[config.mk]
export PLATFORM = sky130hd
export DESIGN_NAME = som_length_checksum_deframer
export DESIGN_NICKNAME = d
export VERILOG_FILES = /design/src/hw/rtl/som_pkg.sv /design/src/hw/rtl/som_frame_tracker.sv /design/src/hw/rtl/som_length_checksum_deframer.sv
export SDC_FILE = /design/constraint.sdc
export NUM_CORES = 1
export LEC_CHECK = 0
export BUFFER_PORTS_ARGS = -buffer_cell sky130_fd_sc_hd__buf_4
export CAP_MARGIN = 20
export CELL_PAD_IN_SITES_DETAIL_PLACEMENT = 0
export CELL_PAD_IN_SITES_GLOBAL_PLACEMENT = 1
export CORE_MARGIN = 2
export CORE_UTILIZATION = 35
export DETAILED_ROUTE_END_ITERATION = 16
export GPL_TIMING_DRIVEN = 1
export PLACE_DENSITY_LB_ADDON = 0.1
export SKIP_CTS_REPAIR_TIMING = 1
export SYNTH_ARGS = -nofsm -noshare
export SYNTH_HDL_FRONTEND = slang
export SYNTH_SLANG_ARGS = --single-unit
[constraint.sdc]
create_clock -name clock -period 3 [get_ports clock]
set_clock_uncertainty 0.05 [all_clocks]
set_input_delay 0.45 -clock clock [delete_from_list [all_inputs] [get_ports clock]]
set_output_delay 0.45 -clock clock [all_outputs]
set_load 0.1 [all_outputs]
[src/hw/rtl/som_pkg.sv]
// ----------------------------------------------------------------------------
// som_pkg: shared definitions of the length-prefixed frame deframer
// Result kinds, register indexes, reply constants and the result record
// passed from the frame tracker to the output stage.
// ----------------------------------------------------------------------------
package som_pkg;

   localparam logic [1:0] KIND_TEXT    = 2'd0;
   localparam logic [1:0] KIND_PAYLOAD = 2'd1;
   localparam logic [1:0] KIND_REPLY   = 2'd2;

   localparam logic CSR_START_BYTE = 1'b0;
   localparam logic CSR_NACK_CODE  = 1'b1;

   localparam logic [7:0] START_BYTE_RESET = 8'd2;
   localparam logic [7:0] NACK_CODE_RESET  = 8'd78;

   localparam logic [7:0] REPLY_LEN_BYTE = 8'd2;
   localparam logic [2:0] REPLY_BEATS    = 3'd4;

   localparam logic [1:0] REPLY_POS_START = 2'd0;
   localparam logic [1:0] REPLY_POS_LEN   = 2'd1;
   localparam logic [1:0] REPLY_POS_CODE  = 2'd2;
   localparam logic [1:0] REPLY_POS_SUM   = 2'd3;

   typedef struct packed {
      logic       emit;
      logic       nack;
      logic [1:0] kind;
      logic [7:0] data;
      logic [7:0] index;
      logic       frame_end;
      logic       good;
      logic       last;
   } som_result_type;

endpackage

[src/hw/rtl/som_frame_tracker.sv]
// ----------------------------------------------------------------------------
// som_frame_tracker: frame state and checksum accumulator
// Tracks the frame phase, length, byte count and running sum, and forms the
// result of the current received byte combinationally.
// ----------------------------------------------------------------------------
module som_frame_tracker
   import som_pkg::*;
(
   input  logic           clock,
   input  logic           reset,
   input  logic           accept,
   input  logic [7:0]     rx_byte,
   input  logic [7:0]     start_byte,
   output som_result_type result
);

   typedef enum logic [1:0] {
      PH_IDLE     = 2'd0,
      PH_WAIT_LEN = 2'd1,
      PH_WAIT_END = 2'd2
   } phase_type;

   phase_type  phase_ff, phase_in;
   logic [7:0] sum_ff, sum_in;
   logic [7:0] count_ff, count_in;
   logic [7:0] length_ff, length_in;
   logic [7:0] sum_add;
   logic [7:0] count_add;

   assign sum_add   = sum_ff + rx_byte;
   assign count_add = count_ff + 8'd1;

   always_comb begin
      phase_in  = phase_ff;
      sum_in    = sum_ff;
      count_in  = count_ff;
      length_in = length_ff;
      result    = '0;
      unique case (phase_ff)
         PH_WAIT_LEN: begin
            length_in = rx_byte;
            count_in  = '0;
            sum_in    = sum_add;
            phase_in  = PH_WAIT_END;
         end
         PH_WAIT_END: begin
            count_in     = count_add;
            sum_in       = sum_add;
            result.emit  = 1'b1;
            result.kind  = KIND_PAYLOAD;
            result.data  = rx_byte;
            result.index = count_ff;
            result.last  = 1'b1;
            if (count_add == length_ff) begin
               phase_in         = PH_IDLE;
               result.frame_end = 1'b1;
               result.good      = (sum_add == 8'd0);
               result.last      = (sum_add == 8'd0);
               result.nack      = (sum_add != 8'd0);
            end
         end
         default: begin
            if (rx_byte == start_byte) begin
               phase_in = PH_WAIT_LEN;
               sum_in   = '0;
            end else begin
               phase_in     = PH_IDLE;
               result.emit  = 1'b1;
               result.kind  = KIND_TEXT;
               result.data  = rx_byte;
               result.last  = 1'b1;
            end
         end
      endcase
   end

   always_ff @(posedge clock) begin
      if (reset) begin
         phase_ff  <= PH_IDLE;
         sum_ff    <= '0;
         count_ff  <= '0;
         length_ff <= '0;
      end else if (accept) begin
         phase_ff  <= phase_in;
         sum_ff    <= sum_in;
         count_ff  <= count_in;
         length_ff <= length_in;
      end
   end

endmodule

[src/hw/rtl/som_length_checksum_deframer.sv]
// ----------------------------------------------------------------------------
// som_length_checksum_deframer: length-prefixed zero-sum frame deframer
// Passes text bytes, streams frame payload bytes with their index and flags
// the frame end, and sends a four-beat NACK reply on a bad checksum.
// ----------------------------------------------------------------------------
// A received byte is taken in every cycle while the result register is free or
// draining and no reply is pending, so text and payload bytes run at one beat
// per cycle and each appears in the cycle after it is taken. The start and
// length bytes give no result beat. A frame that ends with a bad sum gives five
// result beats, and the input stalls while the reply sequencer sends the reply.
module som_length_checksum_deframer
   import som_pkg::*;
(
   input  logic       clock,
   input  logic       reset,
   input  logic       req_valid,
   output logic       req_stall,
   input  logic [7:0] req_rx_byte,
   output logic       rsp_valid,
   input  logic       rsp_stall,
   output logic [1:0] rsp_out_kind,
   output logic [7:0] rsp_out_byte,
   output logic [7:0] rsp_payload_index,
   output logic       rsp_frame_end,
   output logic       rsp_checksum_good,
   output logic       rsp_last,
   input  logic       csr_write_enable,
   input  logic       csr_index,
   input  logic [7:0] csr_data
);

   logic           valid_ff, valid_in;
   som_result_type out_ff, out_in;
   logic [2:0]     left_ff, left_in;
   logic [7:0]     start_byte_ff;
   logic [7:0]     nack_code_ff;
   logic           accept;
   logic           slot_free;
   som_result_type result;
   som_result_type reply;
   logic [1:0]     reply_pos;

   assign slot_free = !valid_ff || !rsp_stall;
   assign req_stall = !slot_free || (left_ff != 3'd0);
   assign accept    = req_valid && !req_stall;

   som_frame_tracker u_tracker (
      .clock      (clock),
      .reset      (reset),
      .accept     (accept),
      .rx_byte    (req_rx_byte),
      .start_byte (start_byte_ff),
      .result     (result)
   );

   assign reply_pos = 2'(REPLY_BEATS - left_ff);

   always_comb begin
      reply      = '0;
      reply.emit = 1'b1;
      reply.kind = KIND_REPLY;
      unique case (reply_pos)
         REPLY_POS_START: reply.data = start_byte_ff;
         REPLY_POS_LEN:   reply.data = REPLY_LEN_BYTE;
         REPLY_POS_CODE:  reply.data = nack_code_ff;
         REPLY_POS_SUM: begin
            reply.data = 8'd0 - REPLY_LEN_BYTE - nack_code_ff;
            reply.last = 1'b1;
         end
         default: reply.data = start_byte_ff;
      endcase
   end

   always_comb begin
      valid_in = valid_ff;
      out_in   = out_ff;
      left_in  = left_ff;
      priority if (accept && result.emit) begin
         valid_in = 1'b1;
         out_in   = result;
         if (result.nack) begin
            left_in = REPLY_BEATS;
         end
      end else if (slot_free && (left_ff != 3'd0)) begin
         valid_in = 1'b1;
         out_in   = reply;
         left_in  = left_ff - 3'd1;
      end else if (slot_free) begin
         valid_in = 1'b0;
      end
   end

   always_ff @(posedge clock) begin
      if (reset) begin
         valid_ff      <= 1'b0;
         left_ff       <= '0;
         start_byte_ff <= START_BYTE_RESET;
         nack_code_ff  <= NACK_CODE_RESET;
      end else begin
         valid_ff <= valid_in;
         left_ff  <= left_in;
         if (csr_write_enable) begin
            unique case (csr_index)
               CSR_START_BYTE: start_byte_ff <= csr_data;
               CSR_NACK_CODE:  nack_code_ff  <= csr_data;
               default: ;
            endcase
         end
      end
   end

   always_ff @(posedge clock) begin
      out_ff <= out_in;
   end

   assign rsp_valid         = valid_ff;
   assign rsp_out_kind      = out_ff.kind;
   assign rsp_out_byte      = out_ff.data;
   assign rsp_payload_index = out_ff.index;
   assign rsp_frame_end     = out_ff.frame_end;
   assign rsp_checksum_good = out_ff.good;
   assign rsp_last          = out_ff.last;

   // A pending reply always has a beat waiting in the result register.
   a_reply_has_beat: assert property (@(posedge clock) disable iff (reset)
      (left_ff != 3'd0) |-> valid_ff)
      else $error("reply pending without a result beat");

   // No new byte is taken while the reply is being sent.
   a_reply_blocks_input: assert property (@(posedge clock) disable iff (reset)
      (left_ff != 3'd0) |-> !accept)
      else $error("byte accepted during reply");

   // A bad frame end is never the last beat of its byte.
   a_bad_end_not_last: assert property (@(posedge clock) disable iff (reset)
      (valid_ff && out_ff.frame_end && !out_ff.good) |-> !out_ff.last)
      else $error("bad frame end marked last");

   // The final reply beat leaves no reply pending.
   a_reply_last_done: assert property (@(posedge clock) disable iff (reset)
      (valid_ff && (out_ff.kind == KIND_REPLY) && out_ff.last) |-> (left_ff == 3'd0))
      else $error("reply ended early");

endmodule
=== Yosys cells after proc, flatten, opt, wreduce, memory -nomap -nowiden ===
Cells that the tools add are included.

* Flip-flop bits (word level): 67
* Input bits: 22
* Logic and storage cells: 79
* Output and inout bits: 23

* Bitwise operators: 1
* Mux-type cells: 25
* Reductions and logical operators: 25
* $add $sub $neg: 5
* Equality and inequality tests: 9

{| class="wikitable"
|+ Operator list
! kind !! number
|-
| 21-bit 2-to-1 mux || 2
|-
| 8-bit one-hot mux with 4 select lines || 1
|-
| 8-bit 2-to-1 mux || 3
|-
| 9-bit one-hot mux with 2 select lines || 1
|-
| 8-bit equality test || 2
|-
| 8-bit one-hot mux with 2 select lines || 1
|-
| 2-bit AND reduction || 7
|-
| 3-bit 2-to-1 mux || 4
|-
| 10-bit 2-to-1 mux || 1
|-
| 8-bit by 1-bit adder with 8-bit output, second input constant || 1
|-
| 8-bit adder || 1
|-
| 8-bit logical NOT || 1
|-
| 1-bit 2-to-1 mux || 8
|-
| 8-bit nonzero test || 1
|-
| 8-bit subtractor, first input constant || 1
|-
| 2-bit equality test, second input constant || 3
|-
| 2-bit nonzero test || 3
|-
| 3-bit nonzero test || 2
|-
| 2-bit by 1-bit equality test with 1-bit output, second input constant || 2
|-
| 1-bit logical NOT || 4
|-
| 1-bit one-hot mux with 2 select lines || 2
|-
| 2-bit one-hot mux with 2 select lines || 1
|-
| 1-bit logical AND || 3
|-
| 3-bit by 1-bit subtractor with 3-bit output, second input constant || 1
|-
| 8 further kinds || 9
|}

=== Longest topological paths before layout ===
* Depth in word-level cells: 9
* Depth in mapped cells: 9
* Mapped depth without buffers: 8

=== By module ===
From an unflattened synthesis, not the netlist that was laid out.

* Cell total of the unflattened synthesis: 439
* Area total of the unflattened synthesis: 3833.7 sq um

{| class="wikitable"
|+ Modules (own cells, without submodules)
! module !! instances !! sequential area each (sq um) !! area each (sq um) !! cells an instance
|-
| som_length_checksum_deframer || 1 || 1031.0 || 1983.2 || 203
|-
| som_frame_tracker || 1 || 520.5 || 1850.5 || 236
|}

=== Worst setup path after synthesis ===
OpenSTA, ideal clock, no wires.

* Path type: register -> register
* Start point: register valid_ff, in the netlist rsp_valid
* End point: register out_ff, in the netlist rsp_checksum_good (enable)
* Period minus slack after synthesis: 2658 ps
* Stages on the path, launching flop included: 7
* Setup slack: 342 ps
* Setup time: 402 ps
* Data arrival time: 2205 ps
* Buffers on the path: 1
* Data required time: 2548 ps
* Path through: dfxtp_1 -> nand2_1 -> and3_1 -> o211a_1 -> clkbuf_1 -> inv_1 -> nand2_1

* Word-level cells in the longest chain between the ends: 8
* Elaborated cells on any way between the ends: 9
* Those cells by class: reduce/logical (9)

{| class="wikitable"
|+ RTL lines
! what !! line !! RTL
|-
| start: declaration || som_length_checksum_deframer.sv:32 || <nowiki>logic valid_ff, valid_in;</nowiki>
|-
| start signal: assignment || som_length_checksum_deframer.sv:100 || <nowiki>valid_ff <= valid_in;</nowiki>
|-
| 1-bit logical NOT * || som_length_checksum_deframer.sv:43 || <nowiki>assign slot_free = !valid_ff || !rsp_stall;</nowiki>
|-
| 1-bit logical OR * || som_length_checksum_deframer.sv:43 ||
|-
| 1-bit logical NOT || som_length_checksum_deframer.sv:44 || <nowiki>assign req_stall = !slot_free || (left_ff != 3'd0);</nowiki>
|-
| 1-bit logical OR || som_length_checksum_deframer.sv:44 ||
|-
| 1-bit logical NOT || som_length_checksum_deframer.sv:45 || <nowiki>assign accept = req_valid && !req_stall;</nowiki>
|-
| 1-bit logical AND || som_length_checksum_deframer.sv:45 ||
|-
| 1-bit logical AND || som_length_checksum_deframer.sv:78 || <nowiki>priority if (accept && result.emit) begin</nowiki>
|-
| 2-bit nonzero test (no line) * || -- ||
|-
| end signal: assignment || som_length_checksum_deframer.sv:113 || <nowiki>out_ff <= out_in;</nowiki>
|-
| end: declaration || som_length_checksum_deframer.sv:33 || <nowiki>som_result_type out_ff, out_in;</nowiki>
|}

Every way passes the cells marked *; elsewhere a longest branch is shown, timed or not.
A chain may end at the register's enable or synchronous reset.

=== Worst setup path in the final report ===
* Start point: register u_tracker.sum_ff[0]
* End point: register left_ff[0]

* Word-level cells in the longest chain between the ends: 6

{| class="wikitable"
|+ RTL lines
! what !! line !! RTL
|-
| start: declaration || som_frame_tracker.sv:24 || <nowiki>logic [7:0] sum_ff, sum_in;</nowiki>
|-
| start signal: assignment || som_frame_tracker.sv:85 || <nowiki>sum_ff <= sum_in;</nowiki>
|-
| 8-bit adder || som_frame_tracker.sv:30 || <nowiki>assign sum_add = sum_ff + rx_byte;</nowiki>
|-
| 8-bit nonzero test || som_frame_tracker.sv:59 || <nowiki>result.nack = (sum_add != 8'd0);</nowiki>
|-
| 1-bit 2-to-1 mux || som_frame_tracker.sv:54 || <nowiki>if (count_add == length_ff) begin</nowiki>
|-
| 1-bit 2-to-1 mux || som_frame_tracker.sv:39 || <nowiki>unique case (phase_ff)</nowiki>
|-
| 2-bit != test (no line) || -- ||
|-
| 2-bit AND reduction (no line) || -- ||
|-
| end signal: assignment || som_length_checksum_deframer.sv:101 || <nowiki>left_ff <= left_in;</nowiki>
|-
| end: declaration || som_length_checksum_deframer.sv:34 || <nowiki>logic [2:0] left_ff, left_in;</nowiki>
|}

Every way passes these cells.

==> out/qor.yml <==
logic_synthesis:
  synth_top_family_by_area: "simple AND/OR/NAND/NOR gates"
  synth_fp_nets: 447
  yosysUniqueCellTypes: 57
  synthMuxAreaShare_pct: 1.16
  async_flop_share_pct: 0
  ys.flop_type: "dfxtp_1"
  synth_fa_ha_area_share_pct: 6.02
  synthXorXnorAreaFrac_pct: 5.51
  ys_ff_latch: 67
  synthSimpleGateAreaFrac_pct: 23.8
  yosysWarnings: 0
  synth_edf_count: 21
  synthCells: 408
  syn_area_um2: 3660
  synth_compound_area_share_pct: 17.7
  avgSynthCellArea_um2: 8.97
  ys_seq_area_share_pct: 42.4
sta:
  finalCritPeriodShare_pct: 90.7
  final_hold_viol_count: 0
  rsz0062_at_grt: "false"
  final.min_clock_period_ns: 2.72
  slew_viol_final: 0
  worst_slew_pin_slew_ns: 0.571
  setup_violations: 0
  relSlewSlack_pct: 61.9
  tns_ns: 0
  fmax_mhz: 367
  fin_ws_ns: 0.278
route:
  vias_per_cell: 5.05
  num_vias: 2972
  routedWlPerCell_um: 15.1
  ant_nets: 0
  dr.pass1.iters: 4
  drtIter0Drc: 102
  drc: 0
  wl_mm: 8.88
critical_path:
  worstPathRequired_ns: 3.17
  critPathBufInv: 1
  path_cells: "ha_1 > fa_1 > a211oi_1 > nor2_1 > o311ai_1 > nor4_2 > buf_4 > nor3b_2 > o21ai_0"
  cp.arrival_ns: 2.89
  startpoint_type: "flop"
  cp-end-kind: "flop"
  crit_slowest_cell: "fa_1"
  slowest_delay_ns: 0.41
  cp_top_family: "compound AO/OA/AOI/OAI gates"
  crit_path_max_fanout: 3
  critPathKind: "reg -> reg"
floorplan:
  coreArea_um2: 10200
  fp.dieArea_um2: 11300
  io_pins: 45
  rows: 37
  start_util_pct: 35.8
  die_width_um: 106
  fp.dieH_um: 106
global_routing:
  overflow: 0
  grt_start_max_net_pins: 51
  gr-usage-all-layers_pct: 16.6
  antenna_found_initial: 0
  grt_pass1_vias: 2846
  grt_pass1_wl_mm: 14.6
placed_design:
  port_buffers: 44
  dp_hpwl_mm: 6.48
  place_area_um2: 4110
  placed_cells_incl_taps: 572
  gp_congestion: 0.807
  dp_slack_ns: 0.0134
clocking:
  path_clk_slew_ns: 0.09
  cts_tree: "yes"
  clock_latency_ns: 0.34
  cts_sinks: 67
  clock_path_buffers: 2
  cts_buffers: 9
  h-tree-depth: 3
  root_buffer: "clkbuf_8"
worst_hold_path:
  hp-class: "in -> reg"
cells_and_area:
  fin_nets: 486
  diodes: 0
  final_cell_mix: "55 x nand2_1, 49 x buf_4, 46 x dfxtp_1"
  fin_area_um2: 4350
  stdcell_count: 588
  drive_gt1_share_pct: 17.0
  mostFrequentLayoutCell: "nand2_1"
  syn_to_final_growth_pct: 18.8
power:
  swShare_pct: 48.3
  vdd_drop_max_v: 0.000480
  p_int_mw: 2.10
  pwr-share-comb_pct: 46.9
  power_frac_clock_pct: 22.7
  sequentialPowerShare_pct: 30.4
  power.density_nw_per_um2: 935
  power.switching_mw: 1.96
  p_leak_nw: 1.75
status:
  status: "finished, final reports clean"
run:
  cap_viol_max_count: 0
==> power by group through the flow <==
stage               registers [mW]  logic [mW]  clock network (mW)
floorplan                     2.31       0.447                   0
global placement              1.25        1.92                   0
detailed placement            1.26        1.92                   0
CTS                           1.24        1.92               0.944
global route                  1.25        2.00               0.987
finish                        1.23        1.91               0.922
==> final timing paths <==
check | start | to | slack [ns] | cells past startpoint
max | u_tracker.sum_ff[0]$_SDFFE_PP0P_ | left_ff[0]$_SDFFE_PP0P_ | 0.28 | 9
min | csr_data[1] | start_byte_ff[1]$_SDFFE_PP1P_ | 0.29 | 3
max reg2reg | u_tracker.sum_ff[0]$_SDFFE_PP0P_ | left_ff[0]$_SDFFE_PP0P_ | 0.28 | 9
min reg2reg | u_tracker.length_ff[3]$_SDFFE_PP0P_ | u_tracker.length_ff[3]$_SDFFE_PP0P_ | 0.42 | 2
==> area by class of cell <==
cell class                      count  area (um^2)
Sequential cell                    67         1550
Fill cell                        1044         5890
Timing Repair Buffer               49          368
Inverter                            9         33.8
Multi-Input combinational cell    311         1980
Clock buffer                        9          124
Clock inverter                      7          116
Tap cell                          136          170
==> Yosys cell counts (all sizes together) (4+ instances only) <==
cell type   n  share of area [%]
a211o       5                1.2
a21o        5                1.0
a21oi      36                5.0
a221oi      4               0.96
a22oi       8                1.6
and2       11                1.9
and3        8                1.4
clkbuf     18                1.8
dfxtp      46                 25
edfxtp     21                 17
ha         16                5.5
inv         9               0.92
nand2      55                5.6
nand2b      7                1.2
nand3      23                3.1
nor2       25                2.6
nor2b       8                1.4
nor3       10                1.4
nor3b       4               0.96
nor4        4               0.85
o21ai      14                1.9
or3         4               0.68
xnor2       6                1.4
xor2       17                4.1
==> state kept, by name, summed over array words and instances (netlist names) <==
signal	flops
left_ff	3
rsp_checksum_good	1
start_byte_ff	8
rsp_out_byte	8
rsp_last	1
rsp_out_kind	2
u_tracker.sum_ff	8
u_tracker.length_ff	8
rsp_payload_index	8
nack_code_ff	8
u_tracker.count_ff	8
u_tracker.phase_ff	2
rsp_frame_end	1
rsp_valid	1
==> cells by family (layout without fill, tap and decap cells) <==
kind of cell	count (synthesis)	in the layout
AND/OR/NAND/NOR	170	170
AO/OA/AOI/OAI	97	97
flip-flops	67	67
buffers and inverters	30	74
XOR/XNOR	23	23
adder cells (fa/ha/maj)	17	17
multiplexers	4	4
==> routing by layer <==
metal / up-vias / part of all wire [%] / GRT usage (%) / wire length, um
li1: 1544 / - / - / -
met1: 1367 / 50 / 23.1 / 4430
met2: 49 / 46 / 25.9 / 4060
met3: 12 / 2.8 / 2.70 / 249
met4: 0 / 1.6 / 6.39 / 141
met5: - / 0 / 0 / 0
==> worst min-delay path, stage by stage <==
cell,delay [ns]
buf_4,0.09
nand2_1,0.05
nand3b_1,0.06
==> stage by stage <==
step	power (mW)	hold slack, ns	util (%)
finish	4.06	0.292	42.5
global route	4.23	0.309	42.5
CTS	4.10	0.281	42.5
detailed placement	3.18	0.414	40.1
global placement	3.17	0.411	40.1
floorplan	2.76	0.398	-
Power figures use the tool's default switching activity.
